**config.mk**
```make
export PLATFORM = sky130hd
export DESIGN_NAME = lpsa_front
export DESIGN_NICKNAME = d
export VERILOG_FILES = /design/src/hw/rtl/assert_macros.svh /design/src/hw/rtl/lpsa_pkg.sv /design/src/hw/rtl/lpsa_front.sv
export SDC_FILE = /design/constraint.sdc
export NUM_CORES = 1
export LEC_CHECK = 0
export BUFFER_PORTS_ARGS = -buffer_cell sky130_fd_sc_hd__buf_2
export CELL_PAD_IN_SITES_DETAIL_PLACEMENT = 0
export CELL_PAD_IN_SITES_GLOBAL_PLACEMENT = 1
export CORE_ASPECT_RATIO = 1.75
export CORE_UTILIZATION = 40
export DETAILED_ROUTE_END_ITERATION = 10
export PLACE_DENSITY = 0.84
export SETUP_SLACK_MARGIN = 0.5
export SKIP_CTS_REPAIR_TIMING = 1
export SYNTH_ARGS = -nofsm -noshare
export SYNTH_HDL_FRONTEND = slang
export SYNTH_SLANG_ARGS = --single-unit
```
**constraint.sdc**
```tcl
create_clock -name i_clk -period 6.98 [get_ports i_clk]
set_input_delay 1.047 -clock i_clk [delete_from_list [all_inputs] [get_ports i_clk]]
set_output_delay 1.047 -clock i_clk [all_outputs]
set_load 0.1 [all_outputs]
```
**src/hw/rtl/assert_macros.svh**
```systemverilog
// Assertion macros used by the top-level RTL file.
`ifndef ASSERT_MACROS_SVH
`define ASSERT_MACROS_SVH
`ifndef ASSERT_OFF
// same-cycle implication
`define LPSA_ASSERT_IMP(lbl, clk, rstn, pre, post) \
    lbl: assert property (@(posedge clk) disable iff (!rstn) (pre) |-> (post)) \
        else $error("assertion failed");
// next-cycle implication
`define LPSA_ASSERT_NXT(lbl, clk, rstn, pre, post) \
    lbl: assert property (@(posedge clk) disable iff (!rstn) (pre) |=> (post)) \
        else $error("assertion failed");
`else
`define LPSA_ASSERT_IMP(lbl, clk, rstn, pre, post)
`define LPSA_ASSERT_NXT(lbl, clk, rstn, pre, post)
`endif
`endif

```
**src/hw/rtl/lpsa_pkg.sv**
```systemverilog
`default_nettype none
// ----------------------------------------------------------------------------
// lpsa_pkg
// Types and constants of the linear probe score accumulator.
// ----------------------------------------------------------------------------
package lpsa_pkg;

    localparam int KEY_W   = 40;
    localparam int SCORE_W = 32;
    localparam int TERM_W  = 16;
    localparam int HWORDS  = 256;
    localparam int HIDX_W  = 8;
    localparam int SLOT_OW = 10;
    localparam int ENTRY_W = KEY_W + TERM_W + SCORE_W;

    typedef enum logic {
        OP_ADD  = 1'b0,
        OP_LOAD = 1'b1
    } t_op;

    typedef enum logic [1:0] {
        OUT_INSERT = 2'd0,
        OUT_ACCUM  = 2'd1,
        OUT_FULL   = 2'd2,
        OUT_LOAD   = 2'd3
    } t_outcome;

    typedef enum logic [2:0] {
        ST_CLEAR,
        ST_IDLE,
        ST_HASH,
        ST_START,
        ST_PROBE
    } t_state;

    // classified transaction as queued between front and back
    typedef struct packed {
        t_op               op;
        logic [KEY_W-1:0]  key;
        logic [SCORE_W-1:0] score;
        logic [HIDX_W-1:0] widx;
        logic [31:0]       wval;
    } t_item;

endpackage
`default_nettype wire

```
**src/hw/rtl/lpsa_front.sv**
```systemverilog
`default_nettype none
// ----------------------------------------------------------------------------
// lpsa_front
// Accepts input transactions, derives the signed score and queues them
// in a two-entry queue for the back end.
// ----------------------------------------------------------------------------
module lpsa_front (
    input  wire logic                  i_clk,
    input  wire logic                  i_rst_n,
    input  wire logic                  i_clearing,
    input  wire logic                  i_in_valid,
    output logic                       o_in_ready,
    input  wire logic                  i_operation,
    input  wire logic [39:0]           i_doc_key,
    input  wire logic [7:0]            i_score_byte,
    input  wire logic [7:0]            i_word_index,
    input  wire logic [31:0]           i_word_value,
    output logic                       o_q_valid,
    output lpsa_pkg::t_item            o_q_item,
    input  wire logic                  i_q_pop
);
    import lpsa_pkg::*;

    t_item       r_q [2];
    logic        r_wp, r_rp;
    logic [1:0]  r_cnt;
    t_item       item;
    logic [SCORE_W-1:0] mag;
    logic        push, pop;

    // score = 255 - byte, negated for even keys
    assign mag = SCORE_W'(8'd255 - i_score_byte);

    always_comb begin
        item.op    = t_op'(i_operation);
        item.key   = i_doc_key;
        item.score = i_doc_key[0] ? mag : (SCORE_W'(0) - mag);
        item.widx  = i_word_index;
        item.wval  = i_word_value;
    end

    assign o_in_ready = (r_cnt != 2'd2) && !i_clearing;
    assign push       = i_in_valid && o_in_ready;
    assign pop        = i_q_pop && (r_cnt != 2'd0);
    assign o_q_valid  = (r_cnt != 2'd0);
    assign o_q_item   = r_q[r_rp];

    // queue pointers
    always_ff @(posedge i_clk) begin
        if (!i_rst_n) begin
            r_wp  <= 1'b0;
            r_rp  <= 1'b0;
            r_cnt <= 2'd0;
        end else begin
            if (push) r_wp <= ~r_wp;
            if (pop)  r_rp <= ~r_rp;
            r_cnt <= r_cnt + {1'b0, push} - {1'b0, pop};
        end
    end

    // queue payload
    always_ff @(posedge i_clk) begin
        if (push) begin
            r_q[r_wp] <= item;
        end
    end

endmodule
`default_nettype wire

```
=== Word level (Yosys, flattened, before mapping) ===
Memories as Yosys holds them, arrays and structs flattened. A register that Yosys moved wholly into a read port is not among the register bits.
Cells that the tools add are included.

* Register bits: 4
* Bits in writable memories: 226
* Input port bits: 94
* Word-level logic and storage cells: 21
* Memories kept: 1

* Add/subtract/negate cells: 4
* Eq/ne operators: 1
* Multiplexer cells: 5
* Bitwise gates (word level): 2
* Reductions and logical operators: 5

{| class="wikitable"
|+ Memories
! memory !! words !! bits a word !! read ports !! clocked after memory_dff !! wr ports !! line !! source
|-
| r_q || 2 || 113 || 1 || 1 || 1 || lpsa_front.sv:24 || <nowiki>t_item r_q [2];</nowiki>
|}

{| class="wikitable"
|+ Operator list
! operator !! count
|-
| $mux W32 || 1
|-
| $sub A1 B9 Y10 const A || 1
|-
| $sub A8 B8 Y9 const A || 1
|-
| $mux W1 || 4
|-
| $logic_and A1 B1 Y1 || 3
|-
| $add A2 B1 Y2 || 1
|-
| $ne A2 B2 Y1 const B || 1
|-
| $not A1 Y1 || 2
|-
| $reduce_bool A2 Y1 || 1
|-
| $sub A2 B1 Y2 || 1
|-
| $logic_not A1 Y1 || 1
|}

=== Depth between registers and ports, before layout ===
Gate-level depths: netlist of run 1.

* Depth in word-level cells: 5
* Gate-level depth with buffers: 9
* Gate-level depth less buffers: 9

=== Worst setup path after synthesis of run 1 ===
No wires, ideal clock.

* Path kind: input -> register
* Start point: input port i_clearing
* End point: memory r_q[0][0] in the netlist's numbering (enable)
* Arrival: 6.149 ns
* Required time: 6.383 ns
* Setup slack: 0.234 ns
* Cell stages on the path: 1
* Path through: nor4_2

* Cells in the longest elaborated chain, start to end: 5

{| class="wikitable"
|+ RTL lines
! what !! line !! source
|-
| from (decl) || lpsa_front.sv:10 || <nowiki>input wire logic i_clearing,</nowiki>
|-
| $logic_not A1 Y1 || lpsa_front.sv:42 || <nowiki>assign o_in_ready = (r_cnt != 2'd2) && !i_clearing;</nowiki>
|-
| $logic_and A1 B1 Y1 || lpsa_front.sv:42 ||
|-
| $logic_and A1 B1 Y1 || lpsa_front.sv:43 || <nowiki>assign push = i_in_valid && o_in_ready;</nowiki>
|-
| $mux W1 || lpsa_front.sv:63 || <nowiki>if (push) begin</nowiki>
|-
| $mux W1 (not written as such) || lpsa_front.sv:64 || <nowiki>r_q[r_wp] <= item;</nowiki>
|-
| to (decl) || lpsa_front.sv:24 ||
|}

No other way between the ends.

==> flow_summary.json, run 1 <==
{
  "detail_route.drc_violations": 0,
  "post_drt_wl_per_cell_um": 17.3,
  "relSlewSlack_pct": 36.9,
  "insertedDiodeCount": 0,
  "synth-edff-count": 182,
  "worst_setup_hold_path_clk_slew_ns": 0.07,
  "synth_seq_cells": 187,
  "die_area_mm2": 0.0196,
  "place_area_mm2": 0.00862,
  "clock_tree_from_tritoncts": "done",
  "synth_warn": 0,
  "postRouteWirelength_um": 13900,
  "synth_common_cells": "182 x sky130_fd_sc_hd__edfxtp_1, 90 x sky130_fd_sc_hd__mux2_4, 22 x sky130_fd_sc_hd__buf_4, 9 x sky130_fd_sc_hd__buf_12, 7 x sky130_fd_sc_hd__xnor2_1",
  "die_height_um": 184,
  "synthToLayoutAreaGrowth_pct": 20.9,
  "gr-max-usage-layer": "met2",
  "finalNetCount": 649,
  "synthesis.area_mm2": 0.00759,
  "synth.largest_area_cell": "sky130_fd_sc_hd__edfxtp_1",
  "critPathSlowestCell": "sky130_fd_sc_hd__dfxtp_4",
  "timing.final.crit_share_pct": 56.6,
  "detail_route.vias_per_cell": 4.63,
  "io_buffer_count": 208,
  "groute.usage.overall_pct": 14.0,
  "worst_path_largest_cell_delay_ns": 0.84,
  "drv_cap": 0,
  "instances_no_fill": 803,
  "worst_path_dominant_cell_family": "buffers and inverters",
  "synth_top_area_cells": "sky130_fd_sc_hd__edfxtp_1 72%, sky130_fd_sc_hd__mux2_4 18%, sky130_fd_sc_hd__buf_12 2.4%",
  "postRouteAntennaNets": 0,
  "detailedRoute.firstIterationViolations": 153,
  "cts_max_path_buffers": 2,
  "startpoint_type": "register",
  "finalSetupViolations": 0,
  "clk-insertion-delay-late_ns": 0.42,
  "initial_utilization_pct": 40.9,
  "critical_path.cell_chain": "buf_4 > mux2_4 > buf_2",
  "gr-usage-met3_pct": 3.08,
  "post-place-ws_ns": 3.43,
  "postLayoutCellArea_mm2": 0.00918,
  "first_pass_iters": 4,
  "path_class": "reg2out",
  "run_status": "finished, final reports clean",
  "vias": 3719,
  "tightest_slew_ns": 0.947,
  "finalCriticalPeriod_ns": 3.95,
  "dp_cells": 771,
  "routabilityCongestion": 0.690,
  "grt_setup_unrepaired": "no",
  "synth.yosys.seq_area_share_pct": 73.3,
  "layout-drive-gt1-share_pct": 60.0,
  "h-tree-depth": 4,
  "postLayoutSetupSlackWorst_ns": 3.03,
  "post_detail_place_hpwl_um": 9720,
  "post-synth-top-area-fraction_pct": 72.0,
  "dominantRegCellSynth": "sky130_fd_sc_hd__edfxtp_1",
  "post-synth-top-count-cell": "sky130_fd_sc_hd__edfxtp_1",
  "asyncSetResetFlopFracSynth_pct": 0,
  "die_width_um": 106,
  "grt_pass1_wl_um": 19800,
  "top_level_ports": 209,
  "grt_overflow_total": 0,
  "critPathBufInv": 2,
  "timing.fmax_mhz": 253,
  "first_global_vias": 3710,
  "maxSlewViolCount": 0,
  "design.core.area_mm2": 0.0186,
  "timing.critical_path.required_ns": 5.93,
  "holdCritPathClass": "reg2reg",
  "cts.sink_count": 187,
  "grt_max_degree": 52,
  "kind_of_end_point_of_the_critical_path": "output pin",
  "crit_path_max_fanout": 51,
  "number_of_rows_created_at_floorplan": 66,
  "post_synth_num_cell_types": 28,
  "syn-instance-count": 354,
  "synthesis.area_per_instance_um2": 21.5,
  "globalRouteMet2Util_pct": 26.7,
  "cts-buffers-inserted": 17,
  "antenna_found_initial": 0,
  "global_route.usage.met1_pct": 14.1,
  "clk_root_buffer_cell": "sky130_fd_sc_hd__clkbuf_16",
  "timing.final.hold_violations": 0,
  "worst_ep_arrival_time_ns": 2.90,
  "setup-tns-final_ns": 0,
  "clock-skew-final_ns": 0.00893,
  "mappedNetlistNets": 451
}
[cells in the final DEF (no fill, tap or decap)]
| cell | Yosys | layout |
|---|---|---|
| sky130_fd_sc_hd__nor4_4 | 0 | 1 |
| sky130_fd_sc_hd__mux2_2 | 1 | 1 |
| sky130_fd_sc_hd__a21oi_1 | 1 | 1 |
| sky130_fd_sc_hd__xnor2_1 | 7 | 7 |
| sky130_fd_sc_hd__o21a_1 | 2 | 2 |
| sky130_fd_sc_hd__o31a_1 | 1 | 1 |
| sky130_fd_sc_hd__nor3_1 | 1 | 1 |
| sky130_fd_sc_hd__clkinv_4 | 0 | 2 |
| sky130_fd_sc_hd__and2_1 | 2 | 2 |
| sky130_fd_sc_hd__clkinvlp_4 | 0 | 1 |
| sky130_fd_sc_hd__buf_4 | 22 | 4 |
| sky130_fd_sc_hd__clkbuf_1 | 0 | 2 |
| sky130_fd_sc_hd__and4_1 | 1 | 1 |
| sky130_fd_sc_hd__a31oi_1 | 4 | 4 |
| sky130_fd_sc_hd__nor2b_4 | 1 | 1 |
| sky130_fd_sc_hd__dfxtp_4 | 0 | 1 |
| sky130_fd_sc_hd__mux2_4 | 90 | 90 |
| sky130_fd_sc_hd__dfxtp_1 | 5 | 4 |
| sky130_fd_sc_hd__mux2i_1 | 1 | 1 |
| sky130_fd_sc_hd__inv_6 | 0 | 5 |
| sky130_fd_sc_hd__a41oi_1 | 1 | 1 |
| sky130_fd_sc_hd__or2_2 | 1 | 1 |
| sky130_fd_sc_hd__inv_1 | 5 | 5 |
| sky130_fd_sc_hd__clkbuf_8 | 0 | 1 |
| sky130_fd_sc_hd__nor2_1 | 6 | 6 |
| sky130_fd_sc_hd__clkbuf_16 | 0 | 17 |
| sky130_fd_sc_hd__and3_1 | 2 | 1 |
| sky130_fd_sc_hd__xor2_1 | 1 | 1 |
| sky130_fd_sc_hd__edfxtp_1 | 182 | 182 |
| sky130_fd_sc_hd__ha_1 | 3 | 3 |
| sky130_fd_sc_hd__and3_2 | 1 | 1 |
| sky130_fd_sc_hd__and3_4 | 0 | 1 |
| sky130_fd_sc_hd__clkinv_2 | 0 | 3 |
| sky130_fd_sc_hd__nand2_1 | 1 | 1 |
| sky130_fd_sc_hd__buf_2 | 0 | 208 |
| sky130_fd_sc_hd__bufinv_16 | 0 | 1 |
[logic make-up after synthesis]
| logic type | synth area share [%] |
|---|---|
| AO/OA/AOI/OAI | 0.824 |
| XOR/XNOR | 0.923 |
| adder cells (fa/ha/maj) | 0.494 |
| buffers and inverters | 5.01 |
| flip-flops | 73.3 |
| multiplexers | 18.1 |
| AND/OR/NAND/NOR | 1.38 |
[path summary, 6_finish.rpt]
kind                            start                  end  slack [ns]  depth (start not counted)
hold / removal    r_cnt[1]$_SDFF_PN0_  r_cnt[1]$_SDFF_PN0_        0.55                          2
setup reg to reg  r_cnt[0]$_SDFF_PN0_  r_q[1][9]$_DFFE_PP_        4.61                          4
hold reg to reg   r_cnt[1]$_SDFF_PN0_  r_cnt[1]$_SDFF_PN0_        0.55                          2
setup / recovery             register          o_q_item[7]        3.03                          3
[tightest hold or removal path, delay by kind of cell (launching register included)]
kind / cells / cell delay (ns)
simple gates: 2 / 0.16
flops: 1 / 0.34
[flip-flops by register name, indices dropped and copies added (netlist names), named ones only]
register	flops
r_q	182
r_cnt	2
r_rp	1
r_wp	1
[final cells by class]
type                       instances  area (um^2)
timing repair buffer             212         1070
fill                            1568         9400
clock inverter                    12          114
sequential                       187         5570
clock buffer                      20          447
tap                              238          298
multi-input combinational        129         1660
inverter                           5         18.8
[per-layer routing]
layer / up-vias / routed length [um] / part of all wire, %
li1: 1745 / - / -
met4: 0 / 286 / 2.1
met5: - / 0 / 0
met1: 1851 / 5000 / 36
met3: 18 / 621 / 4.5
met2: 105 / 8000 / 58
[through the flow]
step,util (%),hold slack [ns]
3_3_place_gp,46.4,0.503
3_5_place_dp,46.4,0.530
2_1_floorplan,-,0.481
6_report,49.4,0.545
4_1_cts,49.4,0.554
5_1_grt,49.4,0.568
Power of run 1 is not shown: default switching activity piles up to over one toggle a cycle in this logic, so the estimate is an artifact.
==> run 2: changes to the inputs <==
Clock period 6.98 ns to 3.6 ns, I/O delays scaled along.
==> flow_summary.json, run 2 (synthesis results as in run 1) <==
{
  "grt_setup_unrepaired": "no",
  "h-tree-depth": 4,
  "worst_ep_arrival_time_ns": 2.31,
  "mostFrequentLayoutCell": "sky130_fd_sc_hd__buf_2",
  "critPathBufInv": 2,
  "reg.largest.list": "r_q: 182 flops, r_cnt: 2 flops",
  "routabilityCongestion": 0.745,
  "layout-drive-gt1-share_pct": 60.3,
  "relSlewSlack_pct": 47.3,
  "die_area_mm2": 0.0196,
  "drv_cap": 0,
  "reg2reg_from": "r_cnt[1]$_SDFF_PN0_",
  "post_detail_place_hpwl_um": 9520,
  "timing.critical_path.required_ns": 3.06,
  "setup-tns-final_ns": 0,
  "worst_path_largest_cell_delay_ns": 0.86,
  "number_of_rows_created_at_floorplan": 66,
  "vias": 3807,
  "groute.usage.overall_pct": 14.4,
  "worst_path_dominant_cell_family": "flip-flops",
  "design.core.area_mm2": 0.0186,
  "dp_cells": 773,
  "kind_of_end_point_of_the_critical_path": "output pin",
  "cts.sink_count": 187,
  "postRouteWirelength_um": 13800,
  "maxSlewViolCount": 0,
  "detail_route.drc_violations": 0,
  "cts-buffers-inserted": 17,
  "grt_pass1_wl_um": 20600,
  "layout_common_cells": "208 x sky130_fd_sc_hd__buf_2, 182 x sky130_fd_sc_hd__edfxtp_1, 90 x sky130_fd_sc_hd__mux2_4",
  "top_level_ports": 209,
  "finalCriticalPeriod_ns": 2.85,
  "hold_slack_ns": 0.303,
  "top_register": "r_q",
  "tightest_slew_ns": 0.790,
  "clock_tree_from_tritoncts": "done",
  "first_global_vias": 3984,
  "crit_path_max_fanout": 41,
  "grt_overflow_total": 0,
  "initial_utilization_pct": 40.9,
  "critical_path.cell_chain": "buf_4 > mux2_4 > buf_2",
  "finalNetCount": 651,
  "timing.final.hold_violations": 0,
  "grt_max_degree": 59,
  "antenna_found_initial": 3,
  "cts_max_path_buffers": 2,
  "startpoint_type": "register",
  "clk_root_buffer_cell": "sky130_fd_sc_hd__clkbuf_16",
  "first_pass_iters": 4,
  "worstHoldStart": "i_doc_key[9]",
  "die_height_um": 184,
  "timing.final.crit_share_pct": 79.3,
  "postRouteAntennaNets": 0,
  "detail_route.vias_per_cell": 4.72,
  "clk-insertion-delay-late_ns": 0.43,
  "synthToLayoutAreaGrowth_pct": 22.2,
  "clock-skew-final_ns": 0.0133,
  "largest_register_ff_count": 182,
  "path_class": "reg2out",
  "worst_setup_hold_path_clk_slew_ns": 0.07,
  "post_drt_wl_per_cell_um": 17.1,
  "detailedRoute.firstIterationViolations": 154,
  "die_width_um": 106,
  "run_status": "finished, final reports clean",
  "instances_no_fill": 806,
  "postLayoutSetupSlackWorst_ns": 0.746,
  "critPathSlowestCell": "sky130_fd_sc_hd__dfxtp_4",
  "post-place-ws_ns": 1.16,
  "finalSetupViolations": 0,
  "timing.fmax_mhz": 350,
  "holdCritPathClass": "in2reg",
  "io_buffer_count": 208
}
run 2: changes by cell type in the layout (fill, tap and decap cells not counted), moves of 2 or more:
cell and change:
sky130_fd_sc_hd__inv_8 +2, sky130_fd_sc_hd__buf_12 +2, sky130_fd_sc_hd__inv_6 -2, sky130_fd_sc_hd__bufinv_16 +2
run 2: worst paths after layout:
check             cells past startpoint                   end  slack [ns]
hold reg to reg                       2              register        0.54
setup / recovery                      3         o_q_item[110]        0.75
hold / removal                        1  r_q[0][81]$_DFFE_PP_        0.30
setup reg to reg                      4  r_q[1][83]$_DFFE_PP_        1.64
run 2: per-stage QoR:
| stage | instance area, um^2 | utilization, % |
|---|---|---|
| CTS | 9270 | 49.9 |
| global placement | 8670 | 46.6 |
| floorplan | 7610 | - |
| detailed placement | 8670 | 46.6 |
| global route | 9280 | 49.9 |
| finish | 9280 | 49.9 |
run 2: final cells by class:
class / instances / area, um^2
multi-input combinational: 129 / 1660
clock inverter: 13 / 165
tap: 238 / 298
inverter: 5 / 26.3
timing repair buffer: 214 / 1110
antenna: 1 / 2.50
fill: 1567 / 9300
sequential: 187 / 5570
clock buffer: 19 / 443
run 2: per-layer routing:
| metal | GRT usage, % | routed length (um) |
|---|---|---|
| met1 | 14.5 | 4900 |
| met5 | 0 | 23 |
| met4 | 8.89 | 519 |
| met2 | 25.8 | 7600 |
| met3 | 4.14 | 706 |
Power of run 2 is left out for the same reason.
==> run 3: changes to the inputs <==
Clock period 3.6 ns to 2.4 ns, I/O delays scaled along.
==> flow_summary.json, run 3 (synthesis results as in run 1) <==
{
  "run_status": "finished, final reports clean",
  "worst_ir_drop_vdd_mv": 0.928,
  "top_register": "r_q",
  "postLayoutCellArea_mm2": 0.0108,
  "timing.fmax_mhz": 486,
  "largest_register_ff_count": 182,
  "grt_overflow_total": 0,
  "die_width_um": 106,
  "postRouteAntennaNets": 0,
  "maxSlewViolCount": 0,
  "timing.critical_path.required_ns": 2.04,
  "groute.usage.overall_pct": 16.0,
  "h-tree-depth": 4,
  "crit_path_max_fanout": 9,
  "grt_max_degree": 51,
  "grt_pass1_wl_um": 22600,
  "top_level_ports": 209,
  "clk_root_buffer_cell": "sky130_fd_sc_hd__clkbuf_16",
  "detailedRoute.firstIterationViolations": 152,
  "postRouteWirelength_um": 15900,
  "detail_route.drc_violations": 0,
  "io_buffer_count": 208,
  "mostFrequentLayoutCell": "sky130_fd_sc_hd__edfxtp_1",
  "reg2reg_from": "r_cnt[1]$_SDFF_PN0_",
  "routabilityCongestion": 0.717,
  "startpoint_type": "register",
  "antenna_found_initial": 9,
  "die_area_mm2": 0.0196,
  "finalNetCount": 668,
  "clock-skew-final_ns": 0.00846,
  "finalSetupViolations": 0,
  "cts-buffers-inserted": 17,
  "path_class": "reg2out",
  "post_drt_wl_per_cell_um": 19.2,
  "layout-drive-gt1-share_pct": 62.0,
  "holdCritPathClass": "in2reg",
  "power_density_mw_per_mm2": 1370,
  "initial_utilization_pct": 40.9,
  "design.core.area_mm2": 0.0186,
  "first_global_vias": 4150,
  "tightest_slew_ns": 0.493,
  "clk-insertion-delay-late_ns": 0.43,
  "grt_setup_unrepaired": "yes",
  "detail_route.vias_per_cell": 4.77,
  "first_pass_iters": 4,
  "reg.largest.list": "r_q: 182 flops, r_cnt: 2 flops",
  "timing.final.hold_violations": 0,
  "worst_setup_hold_path_clk_slew_ns": 0.07,
  "drv_cap": 0,
  "layout.core_utilization_pct": 57.9,
  "cts.sink_count": 187,
  "instances_no_fill": 827,
  "clock_tree_from_tritoncts": "done",
  "synthToLayoutAreaGrowth_pct": 41.6,
  "post_detail_place_hpwl_um": 11000,
  "timing.final.crit_share_pct": 85.7,
  "place_area_mm2": 0.00985,
  "cts_max_path_buffers": 2,
  "worstHoldStart": "i_doc_key[4]",
  "dp_cells": 779,
  "power.leakage_nw": 4.21,
  "number_of_rows_created_at_floorplan": 66,
  "layout_common_cells": "182 x sky130_fd_sc_hd__edfxtp_1, 95 x sky130_fd_sc_hd__buf_2, 92 x sky130_fd_sc_hd__mux2_4",
  "kind_of_end_point_of_the_critical_path": "output pin",
  "n_fill_cell": 1372,
  "worst_ep_arrival_time_ns": 1.70,
  "finalCriticalPeriod_ns": 2.06,
  "die_height_um": 184,
  "relSlewSlack_pct": 67.3,
  "vias": 3946,
  "power_mw": 14.7
}
==> run 3: cell types whose count changed in the layout (fill, tap and decap cells not counted), sizes merged <==
| cell | change |
|---|---|
| buf | +11 |
| bufinv | -3 |
| clkbuf | +1 |
| clkinv | +3 |
| clkinvlp | -1 |
| diode | +4 |
| inv | +3 |
| mux2 | +3 |
==> run 3: path summary, 6_finish.rpt <==
kind | endpoint | slack [ns] | cells past startpoint
worst max register to register | r_cnt[1]$_SDFF_PN0_ | 0.63 | 9
worst max-delay path | o_q_item[45] | 0.34 | 4
worst min register to register | r_rp$_SDFFE_PN0P_ | 0.53 | 2
worst min-delay path | r_q[0][76]$_DFFE_PP_ | 0.11 | 1
==> run 3: power breakdown <==
| part | switching, mW | leakage [nW] | internal (mW) | total, mW |
|---|---|---|---|---|
| logic | 5.34 | 2.23 | 2.76 | 8.10 |
| registers | 0.107 | 1.71 | 3.89 | 3.99 |
| clock network | 1.26 | 0.273 | 1.36 | 2.62 |
| total | 6.71 | 4.21 | 8.01 | 14.7 |
==> run 3: worst max-delay path, cell delays in order (launching register included) <==
cell and delay [ns]:
sky130_fd_sc_hd__dfxtp_4 0.42, sky130_fd_sc_hd__buf_12 0.17, sky130_fd_sc_hd__clkbuf_16 0.18, sky130_fd_sc_hd__mux2_4 0.32, sky130_fd_sc_hd__buf_12 0.17
==> run 3: area by class of cell <==
| type | count | area, um^2 | share of cell area [%] |
|---|---|---|---|
| Antenna cell | 5 | 12.5 | 0.116 |
| Clock inverter | 15 | 134 | 1.24 |
| Tap cell | 238 | 298 | 2.77 |
| Timing Repair Buffer | 228 | 2570 | 23.9 |
| Multi-Input combinational cell | 132 | 1720 | 16.0 |
| Sequential cell | 187 | 5570 | 51.8 |
| Clock buffer | 17 | 425 | 3.96 |
| Inverter | 5 | 26.3 | 0.244 |
==> run 3: routing by layer <==
layer	up-vias	part of all wire, %	track usage, %
met5	-	0.40	0
met4	8	3.2	9.56
met3	37	5.0	5.06
met2	137	59	29.4
met1	1962	33	15.4
li1	1802	-	-
==> run 3: metrics by stage <==
step / setup slack, ns / hold WS (ns) / TNS (ns)
2_1_floorplan: -1.41 / 0.459 / -237.72
3_3_place_gp: 0.550 / 0.498 / 0
3_5_place_dp: 0.515 / 0.515 / 0
4_1_cts: 0.0434 / 0.0912 / 0
5_1_grt: 0.290 / 0.0905 / 0
6_report: 0.344 / 0.114 / 0
Note: power is estimated with default switching activity, not from simulation.
